$ cat src/rtl/cfd_pkg.sv
// Shared types and constants for the CRC-checked frame decoder.
// No dependencies; imported by cfd_crc and crc_checked_frame_decoder.
package cfd_pkg;

	localparam int BYTE_W      = 8;
	localparam int CRC_W       = 16;
	localparam int MAX_PAYLOAD = 64;
	localparam int IDX_W       = 6;
	localparam int LEN_W       = 7;

	localparam logic [CRC_W-1:0]  CRC_POLY       = 16'h1021;
	localparam logic [CRC_W-1:0]  CRC_INIT       = 16'hFFFF;
	localparam logic [BYTE_W-1:0] START_BYTE_RST = 8'd126;

	// Commands to the bit-serial CRC unit
	typedef struct packed {
		logic start;   // crc <= init ^ (byte << 8)
		logic feed;    // crc <= crc ^ (byte << 8)
		logic step;    // one shift of the polynomial division
	} crc_ctl_t;

endpackage

$ cat src/rtl/cfd_ram.sv
// Generic single-write, single-read RAM with registered read data.
// No dependencies.
module cfd_ram #(
	parameter int WIDTH = 8,
	parameter int DEPTH = 64
) (
	input  logic                     clk,
	input  logic                     we,
	input  logic [$clog2(DEPTH)-1:0] waddr,
	input  logic [WIDTH-1:0]         wdata,
	input  logic                     re,
	input  logic [$clog2(DEPTH)-1:0] raddr,
	output logic [WIDTH-1:0]         rdata
);

	logic [WIDTH-1:0] mem_q [DEPTH];

	always_ff @(posedge clk) begin
		if (we) begin
			mem_q[waddr] <= wdata;
		end
		if (re) begin
			rdata <= mem_q[raddr];
		end
	end

endmodule

$ cat src/rtl/cfd_crc.sv
// Bit-serial CRC-16/CCITT-FALSE unit: one polynomial shift per step command.
// Depends on cfd_pkg.
module cfd_crc (
	input  logic                          clk,
	input  logic                          arst_n,
	input  cfd_pkg::crc_ctl_t             ctl,
	input  logic [cfd_pkg::BYTE_W-1:0]    data_byte,
	output logic [cfd_pkg::CRC_W-1:0]     crc
);

	import cfd_pkg::*;

	logic [CRC_W-1:0] crc_q;
	logic [CRC_W-1:0] byte_hi;
	logic [CRC_W-1:0] shifted;

	assign byte_hi = {data_byte, {(CRC_W-BYTE_W){1'b0}}};
	assign shifted = {crc_q[CRC_W-2:0], 1'b0};

	always_ff @(posedge clk or negedge arst_n) begin
		if (!arst_n) begin
			crc_q <= CRC_INIT;
		end else if (ctl.start) begin
			crc_q <= CRC_INIT ^ byte_hi;
		end else if (ctl.feed) begin
			crc_q <= crc_q ^ byte_hi;
		end else if (ctl.step) begin
			crc_q <= crc_q[CRC_W-1] ? (shifted ^ CRC_POLY) : shifted;
		end
	end

	assign crc = crc_q;

endmodule

$ cat src/rtl/crc_checked_frame_decoder.sv
// Length-prefixed frame decoder with CRC-16/CCITT-FALSE check.
// Depends on cfd_pkg, cfd_crc and cfd_ram.
//
// Input channel: rx_byte with in_valid/in_stall. Output channel: one result
// per payload byte, or one for an empty frame (frame_type, payload_len,
// has_payload, byte_index, payload_byte, last) with out_valid/out_stall.
// start_byte is to be written via cfg_wr_en/cfg_wr_data only while the block
// is idle; the user must keep to this, the block does not enforce it.
// A byte that enters the CRC (start, type, length, payload) stalls the input
// while the bit-serial CRC unit shifts it; bytes skipped while hunting and
// the two CRC bytes do not. After the second CRC byte of a good frame, each
// result is read from the payload RAM (SQ_RD), loaded (SQ_LD) and held until
// transferred (SQ_OUT); an empty frame's single result is loaded directly.
// in_stall stays high from the CRC byte until the last result is taken.
// Bad-CRC or oversized frames are read to the end and dropped.
// Reset returns to hunting for the start byte, start_byte to 126, and clears
// out_valid. A stalled output holds its result and the input stays stalled.
module crc_checked_frame_decoder (
	input  logic                        clk,
	input  logic                        arst_n,
	input  logic                        cfg_wr_en,
	input  logic [cfd_pkg::BYTE_W-1:0]  cfg_wr_data,
	input  logic                        in_valid,
	output logic                        in_stall,
	input  logic [cfd_pkg::BYTE_W-1:0]  rx_byte,
	output logic                        out_valid,
	input  logic                        out_stall,
	output logic [cfd_pkg::BYTE_W-1:0]  frame_type,
	output logic [cfd_pkg::LEN_W-1:0]   payload_len,
	output logic                        has_payload,
	output logic [cfd_pkg::IDX_W-1:0]   byte_index,
	output logic [cfd_pkg::BYTE_W-1:0]  payload_byte,
	output logic                        last
);

	import cfd_pkg::*;

	typedef enum logic [2:0] {
		PH_HUNT, PH_TYPE, PH_LEN, PH_PAYLOAD, PH_CRC_HI, PH_CRC_LO
	} phase_t;

	typedef enum logic [2:0] {
		SQ_IDLE, SQ_SHIFT, SQ_RD, SQ_LD, SQ_OUT
	} seq_t;

	phase_t              phase_q;
	seq_t                seq_q;
	logic [BYTE_W-1:0]   start_byte_q;
	logic [BYTE_W-1:0]   frame_kind_q;
	logic [BYTE_W-1:0]   frame_len_q;
	logic [BYTE_W-1:0]   bytes_seen_q;
	logic [BYTE_W-1:0]   crc_hi_q;
	logic [2:0]          bit_cnt_q;
	logic [IDX_W-1:0]    rd_idx_q;

	logic                out_valid_q;
	logic [BYTE_W-1:0]   frame_type_q;
	logic [LEN_W-1:0]    payload_len_q;
	logic                has_payload_q;
	logic [IDX_W-1:0]    byte_index_q;
	logic [BYTE_W-1:0]   payload_byte_q;
	logic                last_q;

	logic                in_xfer;
	logic                out_xfer;
	crc_ctl_t            crc_ctl;
	logic [CRC_W-1:0]    crc_val;
	logic                ram_we;
	logic                ram_re;
	logic [BYTE_W-1:0]   ram_rdata;
	logic [BYTE_W-1:0]   seen_next;
	logic                crc_ok;
	logic [LEN_W-1:0]    rd_next;

	assign in_stall  = (seq_q != SQ_IDLE);
	assign in_xfer   = in_valid && !in_stall;
	assign out_xfer  = out_valid_q && !out_stall;
	assign seen_next = bytes_seen_q + 8'd1;
	assign rd_next   = {1'b0, rd_idx_q} + 7'd1;
	assign ram_re    = (seq_q == SQ_RD);
	assign crc_ok    = ({crc_hi_q, rx_byte} == crc_val) &&
	                   (frame_len_q <= BYTE_W'(MAX_PAYLOAD));

	always_comb begin
		crc_ctl = '0;
		ram_we  = 1'b0;
		if (in_xfer) begin
			unique case (phase_q) inside
				PH_HUNT:    crc_ctl.start = (rx_byte == start_byte_q);
				PH_TYPE,
				PH_LEN:     crc_ctl.feed = 1'b1;
				PH_PAYLOAD: begin
					crc_ctl.feed = 1'b1;
					ram_we       = (bytes_seen_q < BYTE_W'(MAX_PAYLOAD));
				end
				default:    crc_ctl = '0;
			endcase
		end
		if (seq_q == SQ_SHIFT) begin
			crc_ctl.step = 1'b1;
		end
	end

	cfd_crc u_crc (
		.clk       (clk),
		.arst_n    (arst_n),
		.ctl       (crc_ctl),
		.data_byte (rx_byte),
		.crc       (crc_val)
	);

	cfd_ram #(
		.WIDTH (BYTE_W),
		.DEPTH (MAX_PAYLOAD)
	) u_store (
		.clk   (clk),
		.we    (ram_we),
		.waddr (bytes_seen_q[IDX_W-1:0]),
		.wdata (rx_byte),
		.re    (ram_re),
		.raddr (rd_idx_q),
		.rdata (ram_rdata)
	);

	always_ff @(posedge clk or negedge arst_n) begin
		if (!arst_n) begin
			phase_q        <= PH_HUNT;
			seq_q          <= SQ_IDLE;
			start_byte_q   <= START_BYTE_RST;
			frame_kind_q   <= '0;
			frame_len_q    <= '0;
			bytes_seen_q   <= '0;
			crc_hi_q       <= '0;
			bit_cnt_q      <= '0;
			rd_idx_q       <= '0;
			out_valid_q    <= 1'b0;
			frame_type_q   <= '0;
			payload_len_q  <= '0;
			has_payload_q  <= 1'b0;
			byte_index_q   <= '0;
			payload_byte_q <= '0;
			last_q         <= 1'b0;
		end else begin
			if (cfg_wr_en) begin
				start_byte_q <= cfg_wr_data;
			end
			unique case (seq_q)
				SQ_IDLE: begin
					if (in_xfer) begin
						bit_cnt_q <= '0;
						unique case (phase_q)
							PH_HUNT: begin
								if (rx_byte == start_byte_q) begin
									phase_q <= PH_TYPE;
									seq_q   <= SQ_SHIFT;
								end
							end
							PH_TYPE: begin
								frame_kind_q <= rx_byte;
								phase_q      <= PH_LEN;
								seq_q        <= SQ_SHIFT;
							end
							PH_LEN: begin
								frame_len_q  <= rx_byte;
								bytes_seen_q <= '0;
								phase_q      <= (rx_byte == '0) ? PH_CRC_HI : PH_PAYLOAD;
								seq_q        <= SQ_SHIFT;
							end
							PH_PAYLOAD: begin
								bytes_seen_q <= seen_next;
								if (seen_next == frame_len_q) begin
									phase_q <= PH_CRC_HI;
								end
								seq_q <= SQ_SHIFT;
							end
							PH_CRC_HI: begin
								crc_hi_q <= rx_byte;
								phase_q  <= PH_CRC_LO;
							end
							PH_CRC_LO: begin
								phase_q <= PH_HUNT;
								if (crc_ok) begin
									if (frame_len_q == '0) begin
										// empty frame: single result, no RAM read
										frame_type_q   <= frame_kind_q;
										payload_len_q  <= '0;
										has_payload_q  <= 1'b0;
										byte_index_q   <= '0;
										payload_byte_q <= '0;
										last_q         <= 1'b1;
										out_valid_q    <= 1'b1;
										seq_q          <= SQ_OUT;
									end else begin
										rd_idx_q <= '0;
										seq_q    <= SQ_RD;
									end
								end
							end
							default: phase_q <= PH_HUNT;
						endcase
					end
				end
				SQ_SHIFT: begin
					bit_cnt_q <= bit_cnt_q + 3'd1;
					if (bit_cnt_q == '1) begin
						seq_q <= SQ_IDLE;
					end
				end
				SQ_RD: seq_q <= SQ_LD;
				SQ_LD: begin
					frame_type_q   <= frame_kind_q;
					payload_len_q  <= frame_len_q[LEN_W-1:0];
					has_payload_q  <= 1'b1;
					byte_index_q   <= rd_idx_q;
					payload_byte_q <= ram_rdata;
					last_q         <= (rd_next == frame_len_q[LEN_W-1:0]);
					out_valid_q    <= 1'b1;
					seq_q          <= SQ_OUT;
				end
				SQ_OUT: begin
					if (out_xfer) begin
						out_valid_q <= 1'b0;
						if (last_q) begin
							seq_q <= SQ_IDLE;
						end else begin
							rd_idx_q <= rd_next[IDX_W-1:0];
							seq_q    <= SQ_RD;
						end
					end
				end
				default: seq_q <= SQ_IDLE;
			endcase
		end
	end

	assign out_valid    = out_valid_q;
	assign frame_type   = frame_type_q;
	assign payload_len  = payload_len_q;
	assign has_payload  = has_payload_q;
	assign byte_index   = byte_index_q;
	assign payload_byte = payload_byte_q;
	assign last         = last_q;

	// input is never open while a result is pending
	a_no_overlap: assert property (@(posedge clk) disable iff (!arst_n)
		!in_stall |-> !out_valid)
		else $error("input open while a result is pending");

	a_release_after_last: assert property (@(posedge clk) disable iff (!arst_n)
		out_valid && !out_stall && last |=> !in_stall)
		else $error("input not released after last result");

	a_empty_is_last: assert property (@(posedge clk) disable iff (!arst_n)
		out_valid && !has_payload |-> last && (payload_len == '0))
		else $error("empty-frame result malformed");

	a_index_in_range: assert property (@(posedge clk) disable iff (!arst_n)
		out_valid && has_payload |-> ({1'b0, byte_index} < payload_len))
		else $error("byte_index beyond payload length");

endmodule
$ cat config.mk
export PLATFORM = sky130hd
export DESIGN_NAME = crc_checked_frame_decoder
export DESIGN_NICKNAME = d
export VERILOG_FILES = /design/src/rtl/cfd_pkg.sv /design/src/rtl/cfd_ram.sv /design/src/rtl/cfd_crc.sv /design/src/rtl/crc_checked_frame_decoder.sv
export SDC_FILE = /design/constraint.sdc
export NUM_CORES = 1
export LEC_CHECK = 0
export BUFFER_PORTS_ARGS = -buffer_cell sky130_fd_sc_hd__buf_4
export CORE_MARGIN = 2
export CORE_UTILIZATION = 45
export DETAILED_ROUTE_END_ITERATION = 6
export HOLD_SLACK_MARGIN = 0.15
export MAX_ROUTING_LAYER = met4
export SLEW_MARGIN = 5
export SYNTH_ARGS = -nofsm -noshare
export SYNTH_HDL_FRONTEND = slang
export SYNTH_SLANG_ARGS = --single-unit
export TNS_END_PERCENT = 50
$ cat constraint.sdc
create_clock -name clk -period 3.7 [get_ports clk]
set_input_delay 0 -clock clk [delete_from_list [all_inputs] [get_ports clk]]
set_output_delay 0 -clock clk [all_outputs]
set_load 0.01 [all_outputs]
==> impl_metrics.tcl <==
set metrics [dict create \
    mostFrequentLayoutCells "edfxtp_1 (520), buf_4 (153), mux4_2 (150)" \
    fillers 4434 \
    gr-total-overflow 0 \
    worstHoldPathType "input port to asynchronous set/reset pin" \
    port_buffers 53 \
    fmax_mhz 311 \
    multi_input_area_um2 6640 \
    finalClockSkew_ps 24.0 \
    power_mw 15.5 \
    grt.total_usage_pct 22.0 \
    initial_core_util_pct 45.7 \
    setup_violations 0 \
    finalNetCount 1577 \
    postSynthCellCount 1385 \
    seq_area_um2 18200 \
    drt_iter0_markers 1285 \
    required_ps 4010 \
    reg2reg_setup_slack_ps 480 \
    die_width_um 241 \
    dr.pass1.iters 6 \
    relSlewSlack_pct 39.8 \
    synth_cell_type_count 60 \
    synthFlopType "edfxtp_1" \
    routed-via-count 13471 \
    worst_slack_ps 481 \
    place_hpwl_um 38100 \
    dieArea_um2 58100 \
    rows 86 \
    status "complete, no violations" \
    grt_pass1_vias 13656 \
    globalplace.congestion 0.831 \
    cellPowerDensity_nw_per_um2 523 \
    r2r_cells 7 \
    synth_fp_nets 1410 \
    antenna_found_initial 3 \
    regToRegStartpoint "seq_q[1]" \
    drc 0 \
    setup_tns_ps 0 \
    slew_violations 0 \
    synthArstFlopShare_pct 16.5 \
    utilization_pct 53.4 \
    ant_nets 0 \
    grt_max_degree 76 \
    min_period_over_period_pct 87.0 \
    cts_tree "done" \
    worst_hold_slack_ps 178 \
    cts_setup_buffers 0 \
    rsz0062_at_grt "false" \
    cts_root_buf "clkbuf_16" \
    start_kind "flip-flop" \
    place_ws_ps 575 \
    ys_seq_area_share_pct 72.0 \
    vias_per_cell 5.73 \
    timing.rr.end "u_store.mem_q[60][7]" \
    numClockSinks 623 \
    slowest_delay_ps 590 \
    diodes 0 \
    tightest_slew_ps 902 \
    clk_pin_slew_ps 60 \
    clock_latency_ps 590 \
    cts_buffers 67 \
    synth-edff-count 520 \
    synth_area_um2 25300 \
    grt_pass1_wl_um 89600 \
    ir_drop_v 0.000376 \
    power_leakage_nw 10.1 \
    cap_violations 0 \
    cp.arrival_ps 3520 \
    end_kind "flip-flop" \
    critPathMaxFanout 8 \
    drive_above_1_share_pct 30.5 \
    yosys_warnings 0 \
    core_um2 55300 \
    post_drt_wl_per_cell_um 25.5 \
    routed_wl_um 59800 \
    fin_crit_ps 3220 \
    final_common_cell "edfxtp_1" \
    ys_seq_elements 623 \
    finalHoldViolations 0 \
    fp.dieH_um 241 \
    critPathSlowestCell "or4b_1" \
    worstPathCellList "or4b_1, nor3_2, nand2_1, nor3_2, nand2_1, nor2_1, buf_4" \
    clk_path_buf_depth 3 \
    crit_type "flip-flop to flip-flop" \
    syn_to_final_growth_pct 16.8 \
    cts_max_level 3 \
    io_pins 54 \
    syn_area_per_cell_um2 18.3 \
]
## registers in the layout, indices dropped and copies added, names as in the netlist
name	count
u_crc.crc	16
bytes_seen_q	8
last	1
phase_q	3
crc_hi_q	8
rd_idx_q	6
has_payload	1
seq_q	3
bit_cnt_q	3
byte_index	6
frame_type	8
payload_byte	8
out_valid	1
frame_kind_q	8
frame_len_q	8
u_store.rdata	8
start_byte_q	8
u_store.mem_q	512
payload_len	7
## worst max path at each step
stage / startpoint / end / slack (ps) / depth (start not counted)
final: seq_q[1] / u_store.mem_q[60][7] / 480 / 7
after global placement: seq_q[0] / u_store.mem_q[60][5] / 670 / 7
after floorplan: seq_q[1] / u_store.mem_q[46][0] / 970 / 7
after global routing: seq_q[0] / u_store.mem_q[20][7] / 270 / 6
after CTS: seq_q[0] / u_store.mem_q[20][5] / 560 / 6
after detailed placement: seq_q[1] / u_store.mem_q[20][3] / 580 / 6
## critical path, delay by kind of cell, from the launching register on
family                 cells  cell delay (ps)
buffers and inverters      1              220
AND/OR/NAND/NOR            6             2260
flip-flops                 1              450
## synth_stat cells, drive strengths merged, types with 14 or more instances
cell type,n,share of area [%]
nor2,108,1.6
a21oi,21,0.42
o21ai,49,0.97
dfstp,22,2.3
a22o,24,0.83
xnor2,18,0.62
dfrtp,81,8.0
a211oi,15,0.47
mux2,45,2.0
nand3,14,0.28
buf,40,0.88
xor2,28,0.97
mux4,150,13
clkbuf,50,0.74
mux2i,16,0.63
edfxtp,520,62
nand2,71,1.1
nor3,20,0.46
## logic make-up (layout without fill, tap and decap cells)
| family | after synthesis | after routing | share of synthesized area [%] |
|---|---|---|---|
| AO/OA/AOI/OAI | 139 | 139 | 3.63 |
| XOR/XNOR | 46 | 46 | 1.59 |
| adder cells (fa/ha/maj) | 4 | 4 | 0.198 |
| buffers and inverters | 98 | 315 | 1.74 |
| flip-flops | 623 | 623 | 72.0 |
| multiplexers | 211 | 211 | 16.0 |
| AND/OR/NAND/NOR | 264 | 264 | 4.80 |
## power breakdown
group	switching [mW]	total [mW]	internal, mW
Sequential	0.202	8.03	7.83
Combinational	0.586	0.957	0.371
Clock	2.65	6.47	3.83
## through the flow
| stage | instances | cell area, um^2 |
|---|---|---|
| 4_1_cts | 2350 | 29500 |
| 6_report | 2350 | 29500 |
| 3_5_place_dp | 2202 | 27100 |
| 2_1_floorplan | 1385 | 25300 |
| 5_1_grt | 2350 | 29500 |
| 3_3_place_gp | 2202 | 27100 |
## layer usage
| layer | track usage, % | vias to the layer above | wire, um |
|---|---|---|---|
| met5 | - | - | 0 |
| met4 | 6.14 | 0 | 1350 |
| met3 | 3.53 | 87 | 3390 |
| met2 | 33.9 | 438 | 28500 |
| met1 | 30.7 | 7106 | 26500 |
| li1 | - | 5840 | - |
## cell type report
class / instances / share of cell area (%)
Tap cell: 748 / 3.17
Clock inverter: 29 / 0.852
Clock buffer: 90 / 6.33
Sequential cell: 623 / 61.7
Inverter: 8 / 0.102
Timing Repair Buffer: 188 / 5.34
Multi-Input combinational cell: 664 / 22.5
## timing repair
item | CTS | global route
gates resized for setup | 0 | 0
hold buffers | 29 | 0
endpoints found under the hold margin | 231 | 0
No activity file was read; power rests on OpenSTA's default activity.
